--- src/jfhe_pkg.sv ---
// Package for the JPEG frame header extractor.
// Holds the transfer and result types, parse phases, status codes and marker constants.
// No dependencies.
package jfhe_pkg;

    // One input byte with its end-of-buffer flag.
    typedef struct packed {
        logic [7:0] data_byte;
        logic       final_byte;
    } t_item;

    // Outcome codes for a buffer.
    typedef enum logic [2:0] {
        ST_FOUND    = 3'd0,
        ST_NOTJPEG  = 3'd1,
        ST_STOP     = 3'd2,
        ST_BADLEN   = 3'd3,
        ST_TRUNC    = 3'd4,
        ST_SHORTSOF = 3'd5
    } t_status;

    // One result item.
    typedef struct packed {
        t_status     status;
        logic [15:0] frame_width;
        logic [15:0] frame_height;
        logic [15:0] bits_per_pixel;
    } t_result;

    // Parser phases.
    typedef enum logic [2:0] {
        PH_SIG   = 3'd0,
        PH_FFRUN = 3'd1,
        PH_SEEK  = 3'd2,
        PH_LENHI = 3'd3,
        PH_LENLO = 3'd4,
        PH_BODY  = 3'd5
    } t_phase;

    // Marker byte values.
    localparam logic [7:0] MARK_PREFIX = 8'hFF;
    localparam logic [7:0] MARK_SOI    = 8'hD8;
    localparam logic [7:0] MARK_SOS    = 8'hDA;
    localparam logic [7:0] MARK_RST0   = 8'hD0;
    localparam logic [7:0] MARK_RST7   = 8'hD7;
    localparam logic [7:0] MARK_SOF0   = 8'hC0;

    // Smallest frame-start segment length that holds all captured fields.
    localparam logic [15:0] SOF_MIN_LEN = 16'd8;

    // Expected signature bytes, FF D8 FF.
    localparam logic [7:0] SIG_BYTES [3] = '{8'hFF, 8'hD8, 8'hFF};

    // Frame-start markers: C0, or C1..CF with nonzero low two bits.
    function automatic logic is_frame_start(input logic [7:0] m);
        logic hit;
        hit = (m == MARK_SOF0) ||
              ((m > MARK_SOF0) && (m < MARK_RST0) && (m[1:0] != 2'b00));
        return hit;
    endfunction

endpackage

--- src/jpeg_frame_header_extractor.sv ---
// JPEG frame header extractor, top level.
// Input byte channel and result channel, both valid/stall, with the JPEG start-of-frame
// walk between an input register and a result register.
//
// Usage: feed one buffer as a stream of byte transfers on i_data_byte, with
// i_final_byte high on its last byte. Each buffer yields exactly one result
// transfer: o_status, and for status found the frame size and bits per pixel.
// The result comes on the byte that decides it (signature mismatch, stop
// marker, bad length, end of a frame-start segment) or on the final byte.
// Bytes after the result are dropped up to and including the final byte.
// Path: a byte accepted into the input register is parsed into the result
// register, from which its result can transfer to the receiver.
// Throughput: one byte per cycle while no held result is stalled, set by the
// parse step between the input register and the result register.
// Reset: synchronous, active low; clears both stages and puts the parser at
// the first signature byte.
// Receiver stall: a held result blocks the parser; one more byte waits in the
// input register, then o_stall rises until the result is taken.
// Depends on jfhe_pkg, jfhe_in_reg, jfhe_parser and jfhe_out_reg.
module jpeg_frame_header_extractor
    import jfhe_pkg::*;
(
    input  logic        i_clk,
    input  logic        i_rst_n,
    input  logic        i_valid,
    output logic        o_stall,
    input  logic [7:0]  i_data_byte,
    input  logic        i_final_byte,
    output logic        o_valid,
    input  logic        i_stall,
    output logic [2:0]  o_status,
    output logic [15:0] o_frame_width,
    output logic [15:0] o_frame_height,
    output logic [15:0] o_bits_per_pixel
);

    t_item   in_item;
    t_item   s1_item;
    logic    s1_full;
    logic    go;
    logic    out_ready;
    logic    res_valid;
    t_result res;
    t_result out_res;

    assign in_item.data_byte  = i_data_byte;
    assign in_item.final_byte = i_final_byte;

    // The parser steps whenever a byte is held and the result register is free.
    assign go = s1_full && out_ready;

    jfhe_in_reg u_in_reg (
        .i_clk   (i_clk),
        .i_rst_n (i_rst_n),
        .i_valid (i_valid),
        .i_item  (in_item),
        .i_take  (go),
        .o_stall (o_stall),
        .o_full  (s1_full),
        .o_item  (s1_item)
    );

    jfhe_parser u_parser (
        .i_clk       (i_clk),
        .i_rst_n     (i_rst_n),
        .i_go        (go),
        .i_item      (s1_item),
        .o_res_valid (res_valid),
        .o_res       (res)
    );

    jfhe_out_reg u_out_reg (
        .i_clk   (i_clk),
        .i_rst_n (i_rst_n),
        .i_load  (go && res_valid),
        .i_res   (res),
        .i_stall (i_stall),
        .o_ready (out_ready),
        .o_valid (o_valid),
        .o_res   (out_res)
    );

    assign o_status         = out_res.status;
    assign o_frame_width    = out_res.frame_width;
    assign o_frame_height   = out_res.frame_height;
    assign o_bits_per_pixel = out_res.bits_per_pixel;

    a_stall_cause: assert property (@(posedge i_clk) disable iff (!i_rst_n)
        o_stall |-> o_valid && i_stall && s1_full)
        else $error("input stalled without a held result");

    a_final_gives_result: assert property (@(posedge i_clk) disable iff (!i_rst_n)
        go && s1_item.final_byte && res_valid |=> o_valid)
        else $error("final byte result not registered");

    a_stall_frees: assert property (@(posedge i_clk) disable iff (!i_rst_n)
        s1_full && !i_stall |-> go)
        else $error("parser idle while the receiver is ready");

endmodule

--- src/jfhe_in_reg.sv ---
// Input register stage of the JPEG frame header extractor.
// Captures one byte transfer and holds it until the parser takes it.
// Depends on jfhe_pkg.
module jfhe_in_reg
    import jfhe_pkg::*;
(
    input  logic  i_clk,
    input  logic  i_rst_n,
    input  logic  i_valid,
    input  t_item i_item,
    input  logic  i_take,
    output logic  o_stall,
    output logic  o_full,
    output t_item o_item
);

    logic  r_full;
    logic  n_full;
    t_item r_item;
    logic  accept;

    // The stage is blocked only when it holds a byte the parser cannot take.
    assign o_stall = r_full && !i_take;
    assign accept  = i_valid && !o_stall;

    // Occupancy follows transfers in and out.
    always_comb begin
        n_full = r_full;
        if (accept) begin
            n_full = 1'b1;
        end else if (i_take) begin
            n_full = 1'b0;
        end
    end

    always_ff @(posedge i_clk) begin
        if (!i_rst_n) begin
            r_full <= 1'b0;
        end else begin
            r_full <= n_full;
        end
    end

    // Payload register needs no reset.
    always_ff @(posedge i_clk) begin
        if (accept) begin
            r_item <= i_item;
        end
    end

    assign o_full = r_full;
    assign o_item = r_item;

    a_take_needs_data: assert property (@(posedge i_clk) disable iff (!i_rst_n)
        i_take |-> r_full) else $error("parser took from an empty input stage");

    a_blocked_holds: assert property (@(posedge i_clk) disable iff (!i_rst_n)
        r_full && !i_take |=> r_full && $stable(r_item))
        else $error("blocked input byte was lost or changed");

    a_accept_fills: assert property (@(posedge i_clk) disable iff (!i_rst_n)
        accept |=> r_full) else $error("accepted byte not held");

endmodule

--- src/jfhe_parser.sv ---
// Marker segment parser of the JPEG frame header extractor.
// Holds the parse state, steps it once per byte and forms the buffer result.
// Depends on jfhe_pkg.
module jfhe_parser
    import jfhe_pkg::*;
(
    input  logic    i_clk,
    input  logic    i_rst_n,
    input  logic    i_go,
    input  t_item   i_item,
    output logic    o_res_valid,
    output t_result o_res
);

    t_phase      r_phase, n_phase, step_phase;
    logic [1:0]  r_sig_idx, n_sig_idx;
    logic [7:0]  r_marker, n_marker;
    logic [15:0] r_len, n_len;
    logic [15:0] r_left, n_left;
    logic [7:0]  r_prec, n_prec;
    logic [15:0] r_height, n_height;
    logic [15:0] r_width, n_width;
    logic [15:0] r_bpp, n_bpp;
    logic        r_concluded, n_concluded;

    logic        hit;
    t_status     hit_st;
    logic        res_any;
    logic [7:0]  b;
    logic        fin;
    logic [15:0] len_full;
    logic [15:0] pos;

    assign b        = i_item.data_byte;
    assign fin      = i_item.final_byte;
    assign len_full = {r_len[15:8], b};
    assign pos      = r_len - r_left;

    // Next state: one parse step for the byte in the input register.
    always_comb begin
        step_phase  = r_phase;
        n_sig_idx   = r_sig_idx;
        n_marker    = r_marker;
        n_len       = r_len;
        n_left      = r_left;
        n_prec      = r_prec;
        n_height    = r_height;
        n_width     = r_width;
        n_bpp       = r_bpp;
        n_concluded = r_concluded;
        hit         = 1'b0;
        hit_st      = ST_FOUND;

        if (!r_concluded) begin
            case (r_phase)
                PH_SIG: begin
                    if (b != SIG_BYTES[r_sig_idx]) begin
                        hit    = 1'b1;
                        hit_st = ST_NOTJPEG;
                    end else if (r_sig_idx == 2'd2) begin
                        step_phase = PH_FFRUN;
                    end else begin
                        n_sig_idx = r_sig_idx + 2'd1;
                    end
                end
                PH_SEEK: begin
                    if (b == MARK_PREFIX) begin
                        step_phase = PH_FFRUN;
                    end
                end
                PH_FFRUN: begin
                    // Fill bytes keep the run; a marker on the final byte truncates.
                    if (b != MARK_PREFIX && !fin) begin
                        if (b >= MARK_SOI && b <= MARK_SOS) begin
                            hit    = 1'b1;
                            hit_st = ST_STOP;
                        end else if (b >= MARK_RST0 && b <= MARK_RST7) begin
                            step_phase = PH_SEEK;
                        end else begin
                            n_marker   = b;
                            step_phase = PH_LENHI;
                        end
                    end
                end
                PH_LENHI: begin
                    n_len      = {b, 8'h00};
                    step_phase = PH_LENLO;
                end
                PH_LENLO: begin
                    n_len = len_full;
                    if (len_full < 16'd2) begin
                        hit    = 1'b1;
                        hit_st = ST_BADLEN;
                    end else begin
                        n_left = len_full - 16'd2;
                        if (len_full == 16'd2) begin
                            // Empty segment ends here.
                            if (is_frame_start(r_marker)) begin
                                hit    = 1'b1;
                                hit_st = (len_full >= SOF_MIN_LEN) ? ST_FOUND : ST_SHORTSOF;
                            end else begin
                                step_phase = PH_SEEK;
                            end
                        end else begin
                            step_phase = PH_BODY;
                        end
                    end
                end
                PH_BODY: begin
                    // Capture frame-start fields by their offset in the segment.
                    case (pos)
                        16'd2: n_prec = b;
                        16'd3: n_height = {b, r_height[7:0]};
                        16'd4: n_height = {r_height[15:8], b};
                        16'd5: n_width = {b, r_width[7:0]};
                        16'd6: n_width = {r_width[15:8], b};
                        16'd7: n_bpp = 16'(r_prec) * 16'(b);
                        default: n_bpp = r_bpp;
                    endcase
                    n_left = r_left - 16'd1;
                    if (r_left == 16'd1) begin
                        if (is_frame_start(r_marker)) begin
                            hit    = 1'b1;
                            hit_st = (r_len >= SOF_MIN_LEN) ? ST_FOUND : ST_SHORTSOF;
                        end else begin
                            step_phase = PH_SEEK;
                        end
                    end
                end
                default: begin
                    step_phase = PH_SIG;
                end
            endcase
        end

        res_any = !r_concluded && (hit || fin);

        // The final byte always starts the next buffer afresh.
        n_phase = step_phase;
        if (fin) begin
            n_phase     = PH_SIG;
            n_sig_idx   = 2'd0;
            n_concluded = 1'b0;
        end else if (res_any) begin
            n_concluded = 1'b1;
        end
    end

    // Outputs: the result for this byte, if it decides the buffer.
    always_comb begin
        o_res_valid = res_any;
        o_res       = '0;
        if (hit) begin
            o_res.status = hit_st;
        end else if (step_phase == PH_SIG) begin
            o_res.status = ST_NOTJPEG;
        end else begin
            o_res.status = ST_TRUNC;
        end
        if (hit && hit_st == ST_FOUND) begin
            o_res.frame_width    = r_width;
            o_res.frame_height   = r_height;
            o_res.bits_per_pixel = n_bpp;
        end
    end

    // Control state.
    always_ff @(posedge i_clk) begin
        if (!i_rst_n) begin
            r_phase     <= PH_SIG;
            r_sig_idx   <= 2'd0;
            r_concluded <= 1'b0;
        end else if (i_go) begin
            r_phase     <= n_phase;
            r_sig_idx   <= n_sig_idx;
            r_concluded <= n_concluded;
        end
    end

    // Segment and frame-start datapath; always written before it is read.
    always_ff @(posedge i_clk) begin
        if (i_go) begin
            r_marker <= n_marker;
            r_len    <= n_len;
            r_left   <= n_left;
            r_prec   <= n_prec;
            r_height <= n_height;
            r_width  <= n_width;
            r_bpp    <= n_bpp;
        end
    end

    a_final_restarts: assert property (@(posedge i_clk) disable iff (!i_rst_n)
        i_go && i_item.final_byte |=> r_phase == PH_SIG && !r_concluded && r_sig_idx == 2'd0)
        else $error("final byte did not restart the parser");

    a_concluded_stays: assert property (@(posedge i_clk) disable iff (!i_rst_n)
        i_go && r_concluded && !i_item.final_byte |=> r_concluded && !$past(o_res_valid))
        else $error("bytes after the result were not ignored");

    a_length_order: assert property (@(posedge i_clk) disable iff (!i_rst_n)
        i_go && r_phase == PH_LENHI && !r_concluded && !i_item.final_byte |=> r_phase == PH_LENLO)
        else $error("length high byte not followed by low byte");

endmodule

--- src/jfhe_out_reg.sv ---
// Result register of the JPEG frame header extractor.
// Holds one result item until the receiver takes it.
// Depends on jfhe_pkg.
module jfhe_out_reg
    import jfhe_pkg::*;
(
    input  logic    i_clk,
    input  logic    i_rst_n,
    input  logic    i_load,
    input  t_result i_res,
    input  logic    i_stall,
    output logic    o_ready,
    output logic    o_valid,
    output t_result o_res
);

    logic    r_valid;
    logic    n_valid;
    t_result r_res;

    // Free when empty or when the held result leaves this cycle.
    assign o_ready = !(r_valid && i_stall);

    always_comb begin
        n_valid = r_valid;
        if (i_load) begin
            n_valid = 1'b1;
        end else if (!i_stall) begin
            n_valid = 1'b0;
        end
    end

    always_ff @(posedge i_clk) begin
        if (!i_rst_n) begin
            r_valid <= 1'b0;
        end else begin
            r_valid <= n_valid;
        end
    end

    always_ff @(posedge i_clk) begin
        if (i_load) begin
            r_res <= i_res;
        end
    end

    assign o_valid = r_valid;
    assign o_res   = r_res;

    a_no_overwrite: assert property (@(posedge i_clk) disable iff (!i_rst_n)
        i_load |-> o_ready) else $error("result overwritten while held");

    a_zero_unless_found: assert property (@(posedge i_clk) disable iff (!i_rst_n)
        r_valid && r_res.status != ST_FOUND |->
            r_res.frame_width == 16'd0 && r_res.frame_height == 16'd0 &&
            r_res.bits_per_pixel == 16'd0)
        else $error("frame fields nonzero without a found status");

    a_held_result: assert property (@(posedge i_clk) disable iff (!i_rst_n)
        r_valid && i_stall |=> r_valid && $stable(r_res))
        else $error("stalled result changed");

endmodule

--- config.mk ---
export PLATFORM = sky130hd
export DESIGN_NAME = jpeg_frame_header_extractor
export DESIGN_NICKNAME = d
export VERILOG_FILES = /design/src/jfhe_pkg.sv /design/src/jpeg_frame_header_extractor.sv /design/src/jfhe_in_reg.sv /design/src/jfhe_parser.sv /design/src/jfhe_out_reg.sv
export SDC_FILE = /design/constraint.sdc
export NUM_CORES = 1
export LEC_CHECK = 0
export ABC_CLOCK_PERIOD_IN_PS = 5900
export BUFFER_PORTS_ARGS = -buffer_cell sky130_fd_sc_hd__buf_2
export CORE_ASPECT_RATIO = 2
export CORE_MARGIN = 3
export CORE_UTILIZATION = 50
export CTS_BUF_LIST = sky130_fd_sc_hd__clkbuf_2 sky130_fd_sc_hd__clkbuf_4 sky130_fd_sc_hd__clkbuf_8
export CTS_CLUSTER_SIZE = 30
export DETAILED_ROUTE_END_ITERATION = 12
export PLACE_DENSITY = 0.68
export SYNTH_ARGS = -nofsm -noshare
export SYNTH_HDL_FRONTEND = slang
export SYNTH_SLANG_ARGS = --single-unit
--- constraint.sdc ---
create_clock -name i_clk -period 5.9 [get_ports i_clk]
set_input_delay 1.18 -clock i_clk [delete_from_list [all_inputs] [get_ports i_clk]]
set_output_delay 1.18 -clock i_clk [all_outputs]
set_load 0.03 [all_outputs]
==> results of run 1 <==
[state kept, by name, summed over array words and instances, names as in the netlist]
signal,flops
u_out_reg.o_res,51
u_parser.r_bpp,16
u_parser.r_height,16
u_parser.r_left,16
u_parser.r_len,16
u_parser.r_width,16
u_in_reg.o_item,9
u_parser.r_marker,8
u_parser.r_prec,8
u_parser.r_phase,3
u_parser.r_sig_idx,2
u_in_reg.o_full,1
u_out_reg.o_valid,1
u_parser.r_concluded,1
[layout make-up]
type | instances | share of cell area
flip-flops and latches | 164 | 0.4347
multi-input cells | 670 | 0.4317
repair buffers | 84 | 0.04198
well taps | 259 | 0.02907
inverters | 82 | 0.02762
clock buffers | 18 | 0.02167
clock inverters | 13 | 0.01325
[cells in the final DEF (no fill, tap or decap), types with 13 or more instances in the layout]
master / netlist / final
xnor2_1: 26 / 26
nand3_1: 26 / 26
nor2_1: 91 / 91
inv_1: 82 / 81
nor4_1: 20 / 18
fa_1: 37 / 37
nand2_1: 68 / 68
nand4_1: 14 / 14
o21ai_0: 40 / 40
nor3_1: 17 / 17
and2_1: 103 / 103
buf_2: 1 / 65
edfxtp_1: 156 / 156
xor2_1: 13 / 13
ha_1: 59 / 59
a21oi_1: 40 / 40
buf_4: 0 / 19
clkbuf_8: 1 / 17
[cell usage after synthesis, types with 2 or more instances]
master     number  area share
nor3_1         17      0.0084
nor3b_1         3      0.0022
o21a_1         10      0.0074
a211oi_1        3      0.0022
nand3_1        26       0.013
a21oi_2         2      0.0017
xnor2_1        26       0.023
a21o_1          4      0.0030
nor2b_1         6      0.0037
a31o_2          2      0.0017
a22oi_1         2      0.0015
nand2_1        68       0.025
a2bb2oi_1       2      0.0017
ha_1           59       0.073
or3_2           2      0.0015
edfxtp_1      156        0.46
o31ai_1         3      0.0022
and3_1          6      0.0037
a31oi_1         7      0.0043
a21oi_1        40       0.020
xor2_1         13       0.011
o211ai_1        6      0.0045
and2_1        103       0.064
o41ai_1         4      0.0035
inv_1          82       0.031
nor4b_2         2      0.0030
or2_2           4      0.0025
dfxtp_1         8       0.016
nand4b_1        2      0.0017
o21ai_0        40       0.020
or4_1           3      0.0022
clkbuf_1       27       0.010
nand4_1        14      0.0087
nor2_1         91       0.034
o22ai_1         4      0.0025
a21boi_0        2      0.0015
nand2b_1        7      0.0043
fa_1           37       0.074
clkbuf_2        2     0.00099
nor4_1         20       0.012
mux2i_1         2      0.0020
o21ai_1         4      0.0020
[layer usage]
layer / global-route usage / vias to the layer above / part of all wire
li1: - / 3469 / -
met1: 0.2185 / 3376 / 0.35
met2: 0.4154 / 159 / 0.56
met3: 0.03735 / 81 / 0.029
met4: 0.1491 / 0 / 0.062
met5: 0 / - / 0
[where the power goes]
group	switching [mW]	internal [mW]	total, mW	leakage (nW)
clock	0.432	0.387	0.819	0.199
combinational	0.229	0.146	0.375	2.69
sequential	0.0155	1.29	1.31	1.52
total	0.677	1.82	2.50	4.41
[how the worst max path moves through the flow]
stage,end,slack (ns),cells past startpoint,startpoint
global placement,u_out_reg.o_res[15],0.88,17,u_in_reg.o_item[5]
finish,u_out_reg.o_res[15],0.75,17,u_in_reg.o_item[5]
global route,u_out_reg.o_res[15],0.46,16,u_in_reg.o_item[5]
detailed placement,u_out_reg.o_res[15],0.79,17,u_in_reg.o_item[5]
CTS,u_out_reg.o_res[15],0.77,16,u_in_reg.o_item[5]
floorplan,u_out_reg.o_res[15],0.93,19,u_in_reg.o_item[7]
[worst max-delay path, cell delays in order (launching register included)]
cell and delay, ns:
edfxtp_1 0.74, nand2_1 0.16, fa_1 0.52, fa_1 0.49
inv_1 0.05, fa_1 0.52, inv_1 0.05, fa_1 0.52
inv_1 0.04, ha_1 0.32, o21ai_0 0.09, a21oi_1 0.10
o41a_1 0.36, a41o_1 0.27, o41ai_1 0.32, xnor2_1 0.16
nand3_1 0.11, a21oi_1 0.15
[kinds of logic after synthesis]
group | count (synthesis) | synth area share
simple gates | 386 | 0.2011
flops | 164 | 0.4808
compound gates | 147 | 0.09200
buf+inv | 113 | 0.04346
fa+ha+maj | 96 | 0.1468
xor+xnor | 39 | 0.03390
mux | 2 | 0.001987
[stage by stage]
step,util,hold WS [ns]
global placement,0.5502,0.4872
CTS,0.5701,0.5147
global route,0.5701,0.5371
detailed placement,0.5502,0.5024
floorplan,-,0.4430
finish,0.5701,0.5033
==> flow_summary.ini, run 1 <==
[placement]
dpl_cell_area_um2 = 10760
place.gp.congestion = 0.9688
port_buffers = 65
place_hpwl_um = 18170
dp_slack_ns = 0.7869
placed_cells = 1259

[routing]
drt_pass1_iterations = 5
drt-initial-drc-count = 300
via_per_inst = 5.492
antenna_left = 0
num_vias = 7085
wl_per_cell_um = 18.01
drt_drc_violations_left = 0
finalWirelength_um = 23240

[critical_path]
rrSetupSlack_ns = 0.75
critical_path_required_ns = 6.22
worstPathMaxFanout = 18
crit_type = reg -> reg
ff2ff_path_depth = 17
critPathLaunchType = flip-flop
cp_data_arrival_time_ns = 5.46
r2r-end = u_out_reg.o_res[15]
endpoint_kind = flip-flop
r2r-start = u_in_reg.o_item[5]

[logic_synthesis]
synth_area_per_cell_um2 = 10.64
ys.flop_type = edfxtp_1
synth_edf_count = 156
ys_ff_latch = 164
syn_nets = 1056
async_flop_share = 0
ys_types = 68
yosysWarnings = 0
ys_seq_area_frac = 0.4808
synthesis.instances = 947
netlist_area_um2 = 10080

[timing]
max_slew.worst_pin.slew_ns = 1.261
maxSlewHeadroom = 0.1519
hold_violations = 0
finalSetupTns_ns = 0
period_share = 0.8721
setup_viol = 0
skew_ns = 0.02114
rsz0062_at_grt = false
fin_ws_ns = 0.7545
fin_crit_ns = 5.145
maxSlewViolCount = 0
fmax_mhz = 194.3

[floorplan]
die_h_um = 206.8
die_area_um2 = 22000
fp.dieW_um = 106.4
core_um2 = 19550
start_util = 0.5155
rows = 72
num_io_pins = 66

[clocking]
cts.hold.buffers_added = 0
cts_tree = yes
cts_sinks = 164
clockRootBuffer = clkbuf_8
cts_resized = 0
h-tree-depth = 4
cts.clk_slew.worst_paths_ns = 0.08
clockBufferDepth = 2
cts_inserted_buffers = 17
clk_latency_ns = 0.49
post_cts.repair.setup_buffers = 0

[hold_path]
min_from = u_out_reg.o_valid
hp-class = reg -> reg
min_path_cells = 2
whs_endpoint = u_out_reg.o_valid

[power_and_ir_drop]
leakagePower_nw = 4.406
powerDensity_nw_per_um2 = 224.4
peakVddDrop_v = 0.0001339
power_mw = 2.501

[finish]
layout-drive-gt1-share = 0.1339
design_area_um2 = 11150
fin_cells = 1290
fill_cells = 1745
num-nets-final = 1128
seqCellArea_um2 = 4845
multi_input_area_um2 = 4812
antennaDiodeCount = 0
syn_to_final_growth_pct = 10.60

[run_status]
status = finished clean

[run]
maxCapViolCount = 0

[global_route]
antenna_found_initial = 0
track_usage = 0.2212
grt_pass1_wl_um = 36920
grt.overflow.total = 0
grt_pass1_vias = 7273
grt_max_degree = 52
Note: power is estimated with default switching activity, not from simulation.
==> run 2, diff against run 1 <==
Settings changed: CORE_UTILIZATION 50 to 63, PLACE_DENSITY 0.68 to 0.82.
==> run 2 against run 1 <==
  * Sequential share of layout area increased by 0.27 points
  * Combinational power hardly changed
  * Fmax barely moved
  * Largest power group unchanged
  * Core utilization up 15 points
  * Power rose by 2.1%
==> flow_summary.ini, run 2 (synthesized netlist as in run 1, its figures left out) <==
[critical_path]
crit_chain = and2_1 -> fa_1 -> fa_1 -> inv_1 -> fa_1 -> fa_1 -> inv_1 -> ha_1 -> o21ai_0 -> a21oi_1 -> o41a_1 -> a41o_1 -> o41ai_1 -> xnor2_1 -> nand3_1 -> a21oi_1
slowest_stage = edfxtp_1
cp_data_arrival_time_ns = 5.44
worst_path_most_repeated_cell = fa_1
endpoint_kind = flip-flop
critPathLaunchType = flip-flop
critical_path_required_ns = 6.20
critPathMaxStageDelay_ns = 0.60
worstPathMaxFanout = 13
crit_type = reg -> reg

[clocking]
cts_tree = yes
cts_resized = 0
clk_latency_ns = 0.47
post_cts.repair.setup_buffers = 0
cts.clk_slew.worst_paths_ns = 0.09
cts.hold.buffers_added = 0
cts_inserted_buffers = 17
h-tree-depth = 4
clockBufferDepth = 2
clockRootBuffer = clkbuf_8
cts_sinks = 164

[timing]
period_share = 0.8715
fmax_mhz = 194.5
maxSlewViolCount = 0
max_slew.worst_pin.slew_ns = 1.062
rsz0062_at_grt = false
hold_violations = 0
finalSetupTns_ns = 0
setup_viol = 0
skew_ns = 0.01762
fin_ws_ns = 0.7581
fin_crit_ns = 5.142
maxSlewHeadroom = 0.2920

[finish]
num-nets-final = 1125
layout-drive-gt1-share = 0.1322
layout_commonest_cell = edfxtp_1
antennaDiodeCount = 0
final_cell_mix = edfxtp_1, and2_1, nor2_1, inv_1, nand2_1
syn_to_final_growth_pct = 9.933
largest_reg_flops = 51

[global_route]
grt_max_degree = 52
grt_pass1_wl_um = 36650
grt_busiest_layer = met2
grt_util_met2 = 0.5083
grt_pass1_vias = 7564
met3_usage = 0.04228
use_met1 = 0.2781
track_usage = 0.2762
antenna_found_initial = 0
grt.overflow.total = 0

[routing]
via_per_inst = 5.964
drt_drc_violations_left = 0
wl_per_cell_um = 18.68
finalWirelength_um = 22920
antenna_left = 0
drt-initial-drc-count = 429
drt_pass1_iterations = 5
num_vias = 7318

[floorplan]
die_h_um = 184.9
num_io_pins = 66
die_area_um2 = 17640
rows = 64
core_um2 = 15450
fp.dieW_um = 95.43
start_util = 0.6520

[placement]
place_hpwl_um = 17470
place.gp.congestion = 0.9761
port_buffers = 65
dp_slack_ns = 0.8486

[hold_path]
hp-class = reg -> reg

[run]
maxCapViolCount = 0

[power_and_ir_drop]
peakVddDrop_v = 0.0001459
powerDensity_nw_per_um2 = 230.6
leakagePower_nw = 4.403

[run_status]
status = finished clean
[run 2: routing by layer]
metal  routed length [µm]  vias to the layer above
met5                    0                        -
met4                 1423                        0
met3                 1000                       77
met2                12670                      269
met1                 7827                     3505
li1                     -                     3467
[run 2: cell type report]
| class | count | area (µm²) |
|---|---|---|
| Sequential cell | 164 | 4845 |
| Multi-Input combinational cell | 670 | 4812 |
| Fill cell | 1143 | 4377 |
| Timing Repair Buffer | 81 | 445.4 |
| Inverter | 82 | 307.8 |
| Clock buffer | 19 | 249.0 |
| Tap cell | 198 | 247.7 |
| Clock inverter | 13 | 171.4 |
[run 2: through the flow]
| step | instances | cell area, µm² | total power [mW] | util | hold WS (ns) |
|---|---|---|---|---|---|
| finish | 1227 | 11080 | 2.555 | 0.7168 | 0.5165 |
| global route | 1227 | 11080 | 2.662 | 0.7168 | 0.5229 |
| CTS | 1227 | 11080 | 2.559 | 0.7168 | 0.5180 |
| detailed placement | 1195 | 10660 | 1.706 | 0.6896 | 0.5014 |
| global placement | 1195 | 10660 | 1.694 | 0.6896 | 0.4840 |
| floorplan | 947 | 10080 | 1.617 | - | 0.4430 |
[run 2: report_power, final]
part / switching (mW) / internal (mW) / total (mW)
Clock: 0.437 / 0.436 / 0.872
Combinational: 0.228 / 0.146 / 0.374
Sequential: 0.0172 / 1.29 / 1.31
Total: 0.681 / 1.87 / 2.55
[run 2: critical path: cells and delay by family, from the launching register on]
kind / cells / cell delay, ns
flip-flops: 1 / 0.60
AO/OA/AOI/OAI: 6 / 1.41
buffers and inverters: 2 / 0.09
AND/OR/NAND/NOR: 2 / 0.36
adder cells (fa/ha/maj): 5 / 2.32
XOR/XNOR: 1 / 0.17
[run 2: worst paths after layout]
kind | slack (ns) | depth (start not counted) | endpoint | from
worst max-delay path | 0.76 | 16 | u_out_reg.o_res[15] | u_in_reg.o_item[4]
worst min-delay path | 0.52 | 2 | u_out_reg.o_valid | u_out_reg.o_valid
worst max register to register | 0.76 | 16 | u_out_reg.o_res[15] | u_in_reg.o_item[4]
worst min register to register | 0.52 | 2 | u_out_reg.o_valid | u_out_reg.o_valid
==> run 3, diff against run 2 <==
Settings changed: BUFFER_PORTS_ARGS -buffer_cell sky130_fd_sc_hd__buf_2 to -buffer_cell sky130_fd_sc_hd__clkbuf_2, CORE_UTILIZATION 63 to 55, PLACE_DENSITY 0.82 to 0.73.
==> run 3 against run 2 <==
  * Sequential power about the same
  * Clock-buffer cell count unchanged
  * Global-route usage down 3.4 points
  * Setup slack better by 0.093 ns
  * Core utilization down 9.7 points
  * Hold slack worse by 0.0080 ns
  * Cell count rose by 1.4%
  * Die area is 14% higher
  * Wire length grew 0.93%
  * Power fell by 3.5%
  * Non-clock buffer count is 3 higher
  * Critical path depth is 1 higher
==> flow_summary.ini, run 3 (synthesized netlist as in run 1, its figures left out) <==
[power_and_ir_drop]
p_int_mw = 1.786
combPwrFrac = 0.150
leakagePower_nw = 4.394
p_sw_mw = 0.6791
peakVddDrop_v = 0.0001364
pwr-share-seq = 0.531
power_mw = 2.465
switching_share = 0.2755
powerDensity_nw_per_um2 = 222.7
power_frac_clock = 0.318

[clocking]
cts.clk_slew.worst_paths_ns = 0.09
cts_sinks = 164
cts.hold.buffers_added = 0
h-tree-depth = 4
cts_tree = yes
clockBufferDepth = 2
post_cts.repair.setup_buffers = 0
cts_resized = 0
cts_inserted_buffers = 17
clockRootBuffer = clkbuf_8
clk_latency_ns = 0.47

[global_route]
antenna_found_initial = 0
grt_pass1_wl_um = 37150
grt.overflow.total = 0
track_usage = 0.2421
grt_pass1_vias = 7368
grt_max_degree = 52

[critical_path]
ff2ff_path_depth = 17
rrSetupSlack_ns = 0.85
cp_data_arrival_time_ns = 5.35
critical_path_required_ns = 6.20
endpoint_kind = flip-flop
critPathMaxStageDelay_ns = 0.69
crit_type = reg -> reg
critPathLaunchType = flip-flop
slowest_stage = edfxtp_1
r2r-end = u_out_reg.o_res[15]
worst_path_most_repeated_cell = fa_1
r2r-start = u_in_reg.o_item[3]
worstPathMaxFanout = 16
crit_chain = nand2_1 -> fa_1 -> fa_1 -> inv_1 -> fa_1 -> inv_1 -> fa_1 -> inv_1 -> ha_1 -> o21ai_0 -> a21oi_1 -> o41a_1 -> a41o_1 -> o41ai_1 -> xnor2_1 -> nand3_1 -> a21oi_1

[timing]
hold_violations = 0
skew_ns = 0.01648
fin_crit_ns = 5.049
finalSetupTns_ns = 0
maxSlewViolCount = 0
maxSlewHeadroom = 0.2341
setup_viol = 0
period_share = 0.8558
max_slew.worst_pin.slew_ns = 1.149
rsz0062_at_grt = false
fmax_mhz = 198.1

[placement]
place_hpwl_um = 17850
port_buffers = 65
place.gp.congestion = 0.9923

[floorplan]
core_um2 = 17870
rows = 69
die_area_um2 = 20080
start_util = 0.5639
fp.dieW_um = 101.7
die_h_um = 197.4
num_io_pins = 66

[finish]
antennaDiodeCount = 0
largest_reg_flops = 51
layout-drive-gt1-share = 0.1348
layout_commonest_cell = edfxtp_1
final_util = 0.6195
syn_to_final_growth_pct = 9.858
final_cell_mix = edfxtp_1, and2_1, nor2_1, inv_1, nand2_1
num-nets-final = 1128

[routing]
via_per_inst = 5.816
num_vias = 7235
drt_drc_violations_left = 0
finalWirelength_um = 23130
drt-initial-drc-count = 364
wl_per_cell_um = 18.59
drt_pass1_iterations = 5
antenna_left = 0

[hold_path]
min_path_cells = 2
hp-class = reg -> reg
whs_endpoint = u_out_reg.o_valid
min_from = u_out_reg.o_valid

[run_status]
status = finished clean

[run]
maxCapViolCount = 0
[run 3: critical path, delay by kind of cell (launching register included)]
family / cells / cell delay (ns)
buffers and inverters: 3 / 0.14
XOR/XNOR: 1 / 0.16
flip-flops: 1 / 0.69
AO/OA/AOI/OAI: 6 / 1.29
adder cells (fa/ha/maj): 5 / 2.35
AND/OR/NAND/NOR: 2 / 0.26
[run 3: through the flow]
| stage | setup WS [ns] | instance area [µm²] | instances | hold slack [ns] |
|---|---|---|---|---|
| 2_1_floorplan | 0.9328 | 10080 | 947 | 0.4430 |
| 3_3_place_gp | 1.006 | 10700 | 1213 | 0.4873 |
| 3_5_place_dp | 0.8806 | 10700 | 1213 | 0.5013 |
| 4_1_cts | 0.8559 | 11070 | 1244 | 0.5146 |
| 5_1_grt | 0.4712 | 11070 | 1244 | 0.5419 |
| 6_report | 0.8509 | 11070 | 1244 | 0.5085 |
[run 3: area by class of cell]
type / instances / area [µm²]
fillers: 1469 / 6800
flip-flops and latches: 164 / 4845
multi-input cells: 670 / 4812
repair buffers: 84 / 467.9
inverters: 82 / 307.8
well taps: 213 / 266.5
clock buffers: 19 / 249.0
clock inverters: 12 / 122.6
[run 3: worst max path at each step]
stage	to	slack, ns	cells after the start	start
finish	u_out_reg.o_res[15]	0.85	17	u_in_reg.o_item[3]
global route	u_out_reg.o_res[15]	0.47	17	u_in_reg.o_item[3]
CTS	u_out_reg.o_res[15]	0.86	16	u_in_reg.o_item[3]
detailed placement	u_out_reg.o_res[15]	0.88	17	u_in_reg.o_item[3]
global placement	u_out_reg.o_res[15]	1.01	16	u_in_reg.o_item[5]
floorplan	u_out_reg.o_res[15]	0.93	19	u_in_reg.o_item[7]
[run 3: power by group through the flow]
stage	Combinational [mW]	Clock, mW	Sequential [mW]
6_report	0.371	0.785	1.31
5_1_grt	0.427	0.849	1.31
4_1_cts	0.374	0.801	1.31
3_5_place_dp	0.371	0	1.34
3_3_place_gp	0.366	0	1.34
2_1_floorplan	0.256	0	1.36
[run 3: metal layers]
metal	global-route usage	vias to the layer above	routed length, µm
met3	0.03499	57	919
li1	-	3472	-
met5	0	-	0
met4	0.1282	0	1111
met1	0.2482	3496	7984
met2	0.4572	210	13120
